<file path="src/rtl/mmh_pkg.sv">
package mmh_pkg;

  localparam int unsigned QueueDepth = 4;

  localparam logic [31:0] MixC1 = 32'hcc9e2d51;
  localparam logic [31:0] MixC2 = 32'h1b873593;
  localparam logic [31:0] MixN  = 32'he6546b64;
  localparam logic [31:0] FinC1 = 32'h85ebca6b;
  localparam logic [31:0] FinC2 = 32'hc2b2ae35;

  localparam logic [2:0] FullCount = 3'd4;

  // scrambled word on its way from the front end to the hash update
  typedef struct packed {
    logic [31:0] k;
    logic [2:0]  cnt;
    logic        last;
  } item_t;

endpackage

</file>
<file path="src/rtl/murmur3_32_hash_core.sv">
// MurmurHash3 x86_32 engine.
// Input queue side: drive data_word_i (little-endian, first byte in 7:0),
// byte_count_i and last_i with push_i; a transfer happens when push_i is
// high and full_o is low. Words before the last always count as 4 bytes;
// a message ends with a last word of 0 to 4 bytes.
// Result queue side: hash_value_o is valid while empty_o is low and is
// taken when pop_i is high.
// The seed is written through cfg_we_i/cfg_seed_i between messages; each
// message starts from the seed held when its first word reaches the hash update.
// Throughput: one word per cycle while the result side does not stall;
// after each last word the hash unit takes no words during its FIN1 and
// FIN2 states, which run the two finalization multiplies. A last word
// reaches the result side through the first scramble stage (loaded at
// the transfer edge), the second scramble stage, the word queue, the
// hash update and two finalization stages.
// Reset clears the pipeline, queue, running state and seed (to zero).
// A stalled result holds in the output register; the hash unit and then
// the word queue back up, and full_o rises once the front stages fill.
module murmur3_32_hash_core import mmh_pkg::*; #(
  parameter int unsigned QDepth = QueueDepth
) (
  input  logic        clk_i,
  input  logic        rst_ni,
  input  logic        cfg_we_i,
  input  logic [31:0] cfg_seed_i,
  input  logic        push_i,
  output logic        full_o,
  input  logic [31:0] data_word_i,
  input  logic [2:0]  byte_count_i,
  input  logic        last_i,
  input  logic        pop_i,
  output logic        empty_o,
  output logic [31:0] hash_value_o
);

  logic [31:0] seed_q;
  logic        q_push, q_full, q_pop, q_empty;
  item_t       q_in, q_out;

  always_ff @(posedge clk_i or negedge rst_ni) begin
    if (!rst_ni) begin
      seed_q <= '0;
    end else if (cfg_we_i) begin
      seed_q <= cfg_seed_i;
    end
  end

  mmh_front u_front (
    .clk_i        (clk_i),
    .rst_ni       (rst_ni),
    .push_i       (push_i),
    .data_word_i  (data_word_i),
    .byte_count_i (byte_count_i),
    .last_i       (last_i),
    .full_o       (full_o),
    .q_full_i     (q_full),
    .q_push_o     (q_push),
    .q_item_o     (q_in)
  );

  mmh_fifo #(
    .Depth (QDepth)
  ) u_fifo (
    .clk_i   (clk_i),
    .rst_ni  (rst_ni),
    .push_i  (q_push),
    .item_i  (q_in),
    .full_o  (q_full),
    .pop_i   (q_pop),
    .item_o  (q_out),
    .empty_o (q_empty)
  );

  mmh_back u_back (
    .clk_i        (clk_i),
    .rst_ni       (rst_ni),
    .q_empty_i    (q_empty),
    .q_item_i     (q_out),
    .q_pop_o      (q_pop),
    .seed_i       (seed_q),
    .pop_i        (pop_i),
    .empty_o      (empty_o),
    .hash_value_o (hash_value_o)
  );

endmodule

</file>
<file path="src/rtl/mmh_front.sv">
module mmh_front import mmh_pkg::*; (
  input  logic        clk_i,
  input  logic        rst_ni,
  input  logic        push_i,
  input  logic [31:0] data_word_i,
  input  logic [2:0]  byte_count_i,
  input  logic        last_i,
  output logic        full_o,
  input  logic        q_full_i,
  output logic        q_push_o,
  output item_t       q_item_o
);

  logic        v1_q, v2_q;
  logic [31:0] p1_q, p2_q;
  logic [2:0]  cnt1_q, cnt2_q;
  logic        last1_q, last2_q;

  logic        s1_ready, s2_ready, accept;
  logic [2:0]  cnt_norm;
  logic [31:0] mask, masked, prod1, rot1, prod2;

  assign s2_ready = !v2_q || !q_full_i;
  assign s1_ready = !v1_q || s2_ready;
  assign full_o   = !s1_ready;
  assign accept   = push_i && s1_ready;

  // anything but a last word counts as four bytes
  assign cnt_norm = (!last_i || byte_count_i > FullCount) ? FullCount : byte_count_i;

  always_comb begin
    unique case (cnt_norm)
      3'd0:    mask = 32'h0000_0000;
      3'd1:    mask = 32'h0000_00ff;
      3'd2:    mask = 32'h0000_ffff;
      3'd3:    mask = 32'h00ff_ffff;
      default: mask = 32'hffff_ffff;
    endcase
  end

  assign masked = data_word_i & mask;
  assign prod1  = masked * MixC1;
  assign rot1   = {p1_q[16:0], p1_q[31:17]};
  assign prod2  = rot1 * MixC2;

  always_ff @(posedge clk_i or negedge rst_ni) begin
    if (!rst_ni) begin
      v1_q <= 1'b0;
      v2_q <= 1'b0;
    end else begin
      if (s1_ready) begin
        v1_q <= push_i;
      end
      if (s2_ready) begin
        v2_q <= v1_q;
      end
    end
  end

  always_ff @(posedge clk_i) begin
    if (accept) begin
      p1_q    <= prod1;
      cnt1_q  <= cnt_norm;
      last1_q <= last_i;
    end
    if (s2_ready && v1_q) begin
      p2_q    <= prod2;
      cnt2_q  <= cnt1_q;
      last2_q <= last1_q;
    end
  end

  assign q_push_o      = v2_q && !q_full_i;
  assign q_item_o.k    = p2_q;
  assign q_item_o.cnt  = cnt2_q;
  assign q_item_o.last = last2_q;

endmodule

</file>
<file path="src/rtl/mmh_fifo.sv">
module mmh_fifo import mmh_pkg::*; #(
  parameter int unsigned Depth = QueueDepth
) (
  input  logic  clk_i,
  input  logic  rst_ni,
  input  logic  push_i,
  input  item_t item_i,
  output logic  full_o,
  input  logic  pop_i,
  output item_t item_o,
  output logic  empty_o
);

  localparam int unsigned AW = (Depth > 1) ? $clog2(Depth) : 1;
  localparam int unsigned CW = $clog2(Depth + 1);
  localparam logic [AW-1:0] LastPtr = AW'(Depth - 1);
  localparam logic [CW-1:0] DepthCnt = CW'(Depth);

  item_t         mem_q [Depth];
  logic [AW-1:0] wr_q, rd_q;
  logic [CW-1:0] cnt_q;
  logic          do_push, do_pop;

  assign full_o  = (cnt_q == DepthCnt);
  assign empty_o = (cnt_q == '0);
  assign do_push = push_i && !full_o;
  assign do_pop  = pop_i && !empty_o;
  assign item_o  = mem_q[rd_q];

  always_ff @(posedge clk_i or negedge rst_ni) begin
    if (!rst_ni) begin
      wr_q  <= '0;
      rd_q  <= '0;
      cnt_q <= '0;
    end else begin
      if (do_push) begin
        wr_q <= (wr_q == LastPtr) ? '0 : wr_q + AW'(1);
      end
      if (do_pop) begin
        rd_q <= (rd_q == LastPtr) ? '0 : rd_q + AW'(1);
      end
      if (do_push && !do_pop) begin
        cnt_q <= cnt_q + CW'(1);
      end else if (do_pop && !do_push) begin
        cnt_q <= cnt_q - CW'(1);
      end
    end
  end

  always_ff @(posedge clk_i) begin
    if (do_push) begin
      mem_q[wr_q] <= item_i;
    end
  end

endmodule

</file>
<file path="src/rtl/mmh_back.sv">
module mmh_back import mmh_pkg::*; (
  input  logic        clk_i,
  input  logic        rst_ni,
  input  logic        q_empty_i,
  input  item_t       q_item_i,
  output logic        q_pop_o,
  input  logic [31:0] seed_i,
  input  logic        pop_i,
  output logic        empty_o,
  output logic [31:0] hash_value_o
);

  typedef enum logic [2:0] {
    ST_RUN  = 3'b001,
    ST_FIN1 = 3'b010,
    ST_FIN2 = 3'b100
  } state_e;

  state_e      state_q, state_d;
  logic [31:0] h_q, h_d, total_q, total_d, f_q, f_d, out_q, out_d;
  logic        mid_q, mid_d, out_v_q, out_v_d;

  logic        take;
  logic [31:0] h_base, tot_base, hx, rot, h_upd;
  logic [31:0] g, g2, e, fin_prod;

  assign take     = (state_q == ST_RUN) && !q_empty_i;
  assign q_pop_o  = take;
  assign h_base   = mid_q ? h_q : seed_i;
  assign tot_base = mid_q ? total_q : 32'd0;
  assign hx       = h_base ^ q_item_i.k;
  assign rot      = {hx[18:0], hx[31:19]};

  always_comb begin
    if (q_item_i.cnt == FullCount) begin
      h_upd = {rot[29:0], 2'b00} + rot + MixN;
    end else if (q_item_i.cnt != 3'd0) begin
      h_upd = hx;
    end else begin
      h_upd = h_base;
    end
  end

  assign g        = h_q ^ total_q;
  assign g2       = g ^ {16'd0, g[31:16]};
  assign e        = f_q ^ {13'd0, f_q[31:13]};
  assign fin_prod = e * FinC2;

  always_comb begin
    state_d = state_q;
    h_d     = h_q;
    total_d = total_q;
    mid_d   = mid_q;
    f_d     = f_q;
    out_d   = out_q;
    out_v_d = out_v_q && !pop_i;
    unique case (state_q)
      ST_RUN: begin
        if (take) begin
          h_d     = h_upd;
          total_d = tot_base + {29'd0, q_item_i.cnt};
          mid_d   = !q_item_i.last;
          if (q_item_i.last) begin
            state_d = ST_FIN1;
          end
        end
      end
      ST_FIN1: begin
        f_d     = g2 * FinC1;
        state_d = ST_FIN2;
      end
      ST_FIN2: begin
        if (!out_v_q || pop_i) begin
          out_d   = fin_prod ^ {16'd0, fin_prod[31:16]};
          out_v_d = 1'b1;
          state_d = ST_RUN;
        end
      end
      default: state_d = ST_RUN;
    endcase
  end

  always_ff @(posedge clk_i or negedge rst_ni) begin
    if (!rst_ni) begin
      state_q <= ST_RUN;
      h_q     <= '0;
      total_q <= '0;
      mid_q   <= 1'b0;
      out_v_q <= 1'b0;
    end else begin
      state_q <= state_d;
      h_q     <= h_d;
      total_q <= total_d;
      mid_q   <= mid_d;
      out_v_q <= out_v_d;
    end
  end

  always_ff @(posedge clk_i) begin
    f_q   <= f_d;
    out_q <= out_d;
  end

  assign empty_o      = !out_v_q;
  assign hash_value_o = out_q;

endmodule

</file>
<file path="config.mk">
export PLATFORM = sky130hd
export DESIGN_NAME = murmur3_32_hash_core
export DESIGN_NICKNAME = d
export VERILOG_FILES = /design/src/rtl/mmh_pkg.sv /design/src/rtl/murmur3_32_hash_core.sv /design/src/rtl/mmh_front.sv /design/src/rtl/mmh_fifo.sv /design/src/rtl/mmh_back.sv
export SDC_FILE = /design/constraint.sdc
export NUM_CORES = 2
export LEC_CHECK = 0
export BUFFER_PORTS_ARGS = -buffer_cell sky130_fd_sc_hd__buf_2
export CAP_MARGIN = 0
export CORE_UTILIZATION = 55
export CTS_CLUSTER_DIAMETER = 120
export DETAILED_ROUTE_END_ITERATION = 12
export PLACE_DENSITY = 0.73
export SLEW_MARGIN = 0
export SYNTH_ARGS = -nofsm -noshare
export SYNTH_HDL_FRONTEND = slang
export SYNTH_SLANG_ARGS = --single-unit
</file>
<file path="constraint.sdc">
create_clock -name clk_i -period 16.25 [get_ports clk_i]
set_input_delay 3.25 -clock clk_i [delete_from_list [all_inputs] [get_ports clk_i]]
set_output_delay 3.25 -clock clk_i [all_outputs]
set_load 0.01 [all_outputs]
</file>
==> results.txt <==
Synth Register Bits - 390
Fmax - 104 MHz
Post-CTS resize count - 0
Required @ worst endpoint - 16.60 ns
Fin crit period - 9.65 ns
Wire per inst - 20.0 microns
Critical path fanouts, max - 26
Clk sinks - 390
Antenna-violating nets left - 0
Post-CTS setup buffer count - 0
Setup_tns - 0 ns
Slowest stage delay, CP - 0.63 ns
Reg clk slew, reported paths - 0.06 ns
Reg area - 11200 sq um
Critical path startpoint category - input port
Total number of vias - 33700
Fraction of registers with async set/reset - 28.2%
Slowest stage cell, crit path - nor2b_1
Outcome - complete, no violations
Filler cell count - 7831
Max-Cap Viols - 0
CTS Buf Count - 45
Area delta synth->final - 6.99%
Core footprint - 93300 sq um
Most common cell after layout, fill and taps aside - inv_1
Row cnt - 112
Ys flop type - edfxtp_1
Post-synthesis sequential area ratio - 21.5%
Area of the multi-input gates - 35600 sq um
Cts-stage hold buffer count - 0
Number of global-route vias before repair - 35600
TritonCTS clock tree - built
Final wirelength - 125000 microns
Slew Viols, Final - 0
CP endpoint kind - register
Top delay family on crit path - adder cells
Clk buf depth - 3
Fin util - 59.5%
Worst Path Arrival - 10.01 ns
Yosys cell types - 80
Largest net degree at the start of global routing - 67
Crit path kind - in2reg
GRT Resource Usage Total - 27.3%
Buf/Inv on CP - 4
Slew HR - 17.2%
Ys Warns - 0
Clk root buf - clkbuf_16
Nets - 6571
Die H - 309 microns
# IOs - 107
Hold Crit Class - reg2reg
Iteration-0 DRC Markers - 2271
Synthesized Nets - 6456
Post-synth EDFFs - 280
Clock skew - 0.0383 ns
Avg Inst Size Synth - 10.7 sq um
Die ar. - 95600 sq um
H-tree levels - 2
Final hold vios - 0
Worst-Skew Late Latency - 0.63 ns
Layout cells sized above 1 - 6.42%
Tcrit/Tclk final - 59.4%
Final RePlAce weighted congestion - 1.01
Dpl hpwl - 106000 microns
Initial core utilization - 55.6%
Slew @ Worst Pin - 1.23 ns
Die width - 309 microns
Most frequent cells in the layout - 1297 x inv_1, 808 x ha_1, 724 x fa_1
First-pass GRT wire length - 198000 microns
First-pass iteration count of the detailed router - 5
Port bufs - 106
Cells after Synth - 4851
Post-detailed-route via-to-cell ratio - 5.38
Setup repair after global routing missed its margin - false
Cell Area, Synth - 51900 sq um
DRC - 0
Grt ovf - 0
Final setup fails - 0
Initial antenna violation count - 1
stage by stage:
step | setup slack, ns | hold WS, ns | cell area, sq um | instances
floorplan | 6.67 | 0.400 | 51900 | 4851
global placement | 6.20 | 0.403 | 54000 | 6173
detailed placement | 6.08 | 0.407 | 54000 | 6173
CTS | 6.69 | 0.421 | 55500 | 6256
global route | 6.23 | 0.440 | 55500 | 6256
finish | 6.60 | 0.424 | 55500 | 6257
final timing paths:
check	start	end	slack, ns	depth (start not counted)
min reg2reg	u_front.cnt1_q[2]	u_front.cnt2_q[2]	0.42	0
max	last_i	u_front.p1_q[30]	6.60	26
max reg2reg	u_back.h_q[24]	u_back.f_q[31]	7.94	24
max in group asynchronous	rst_ni	u_fifo.rd_q[0]	12.23	2
min	u_front.cnt1_q[2]	u_front.cnt2_q[2]	0.42	0
min in group asynchronous	rst_ni	seed_q[13]	2.69	1
state kept, by name (all words and copies together) (netlist names), 2 cells and up:
| signal | flops |
|---|---|
| u_back.hash_value_o | 32 |
| u_front.cnt1_q | 3 |
| u_fifo.rd_q | 2 |
| u_back.f_q | 32 |
| u_front.p1_q | 32 |
| u_front.p2_q | 32 |
| u_fifo.mem_q | 144 |
| u_back.h_q | 32 |
| u_back.total_q | 32 |
| u_back.state_q | 3 |
| u_fifo.cnt_q | 3 |
| u_fifo.wr_q | 2 |
| u_front.cnt2_q | 3 |
| seed_q | 32 |
cells in the mapped netlist (7+ instances only):
library cell,count,area [sq um]
mux2i_1,38,380
nor3_1,34,170
a21o_1,45,338
or2_2,10,62.6
dfrtp_1,109,2730
mux4_2,35,788
nand3b_1,7,52.6
nor2_1,128,480
fa_1,724,14500
xor2_1,118,1030
mux2_2,38,428
edfxtp_1,280,8410
a211oi_1,26,195
nand2b_1,22,138
o21a_1,24,180
nand2_1,189,709
o31ai_1,11,82.6
nor2b_1,24,150
buf_2,10,50.1
o21ai_0,128,641
nand4_1,11,68.8
clkbuf_1,45,169
buf_1,9,33.8
and2_1,27,169
and3_1,29,181
or3_1,8,50.1
a21oi_1,114,571
xnor2_1,276,2420
o21bai_1,25,188
nand3_1,48,240
nor4_1,9,56.3
inv_1,1298,4870
o2111ai_1,7,61.3
ha_1,808,10100
o211ai_1,17,128
a31oi_1,20,125
metal layers:
metal	share of wire, %	vias to the layer above	GRT usage (%)	wire length [microns]
met2	50	855	47.4	62700
met4	3.7	0	9.59	4590
met3	4.9	212	2.90	6180
li1	-	15700	-	-
met5	0	-	0	0
met1	41	16900	35.3	51600
worst register-to-register path, cell delays in order, from the launching register on:
cell and delay (ns):
dfrtp_1 0.46, xor2_1 0.28, xnor2_1 1.04, inv_1 0.34, fa_1 0.60, inv_1 0.05, fa_1 0.50, inv_1 0.06
fa_1 0.43, fa_1 0.55, fa_1 0.56, inv_1 0.05, fa_1 0.45, fa_1 0.49, inv_1 0.05, fa_1 0.47
inv_1 0.04, ha_1 0.36, nand2_1 0.10, nor3_1 0.19, o211ai_1 0.20, a31oi_1 0.30, nand2_1 0.12, a32oi_1 0.28
xnor2_1 0.12
cell families (layout without fill, tap and decap cells):
| group | after synthesis | in the layout | synth area share [%] |
|---|---|---|---|
| compound gates | 493 | 493 | 6.14 |
| xor+xnor | 398 | 398 | 6.82 |
| fa+ha+maj | 1532 | 1532 | 47.4 |
| buf+inv | 1364 | 1515 | 9.90 |
| flops | 390 | 390 | 21.5 |
| mux | 111 | 111 | 3.08 |
| other cells | 0 | 1 | 0 |
| simple gates | 563 | 563 | 5.14 |
cell type report:
| type | count | share of cell area [%] |
|---|---|---|
| repair buffers | 134 | 1.34 |
| multi-input cells | 3097 | 64.2 |
| inverters | 1298 | 8.77 |
| clock buffers | 54 | 2.18 |
| clock inverters | 29 | 0.615 |
| flip-flops and latches | 390 | 20.1 |
| diodes | 1 | 0.00451 |
| well taps | 1254 | 2.83 |
Power is left out: the tool's default activity adds up to more than one toggle a clock period on the data nets, which glitch-free logic cannot reach.
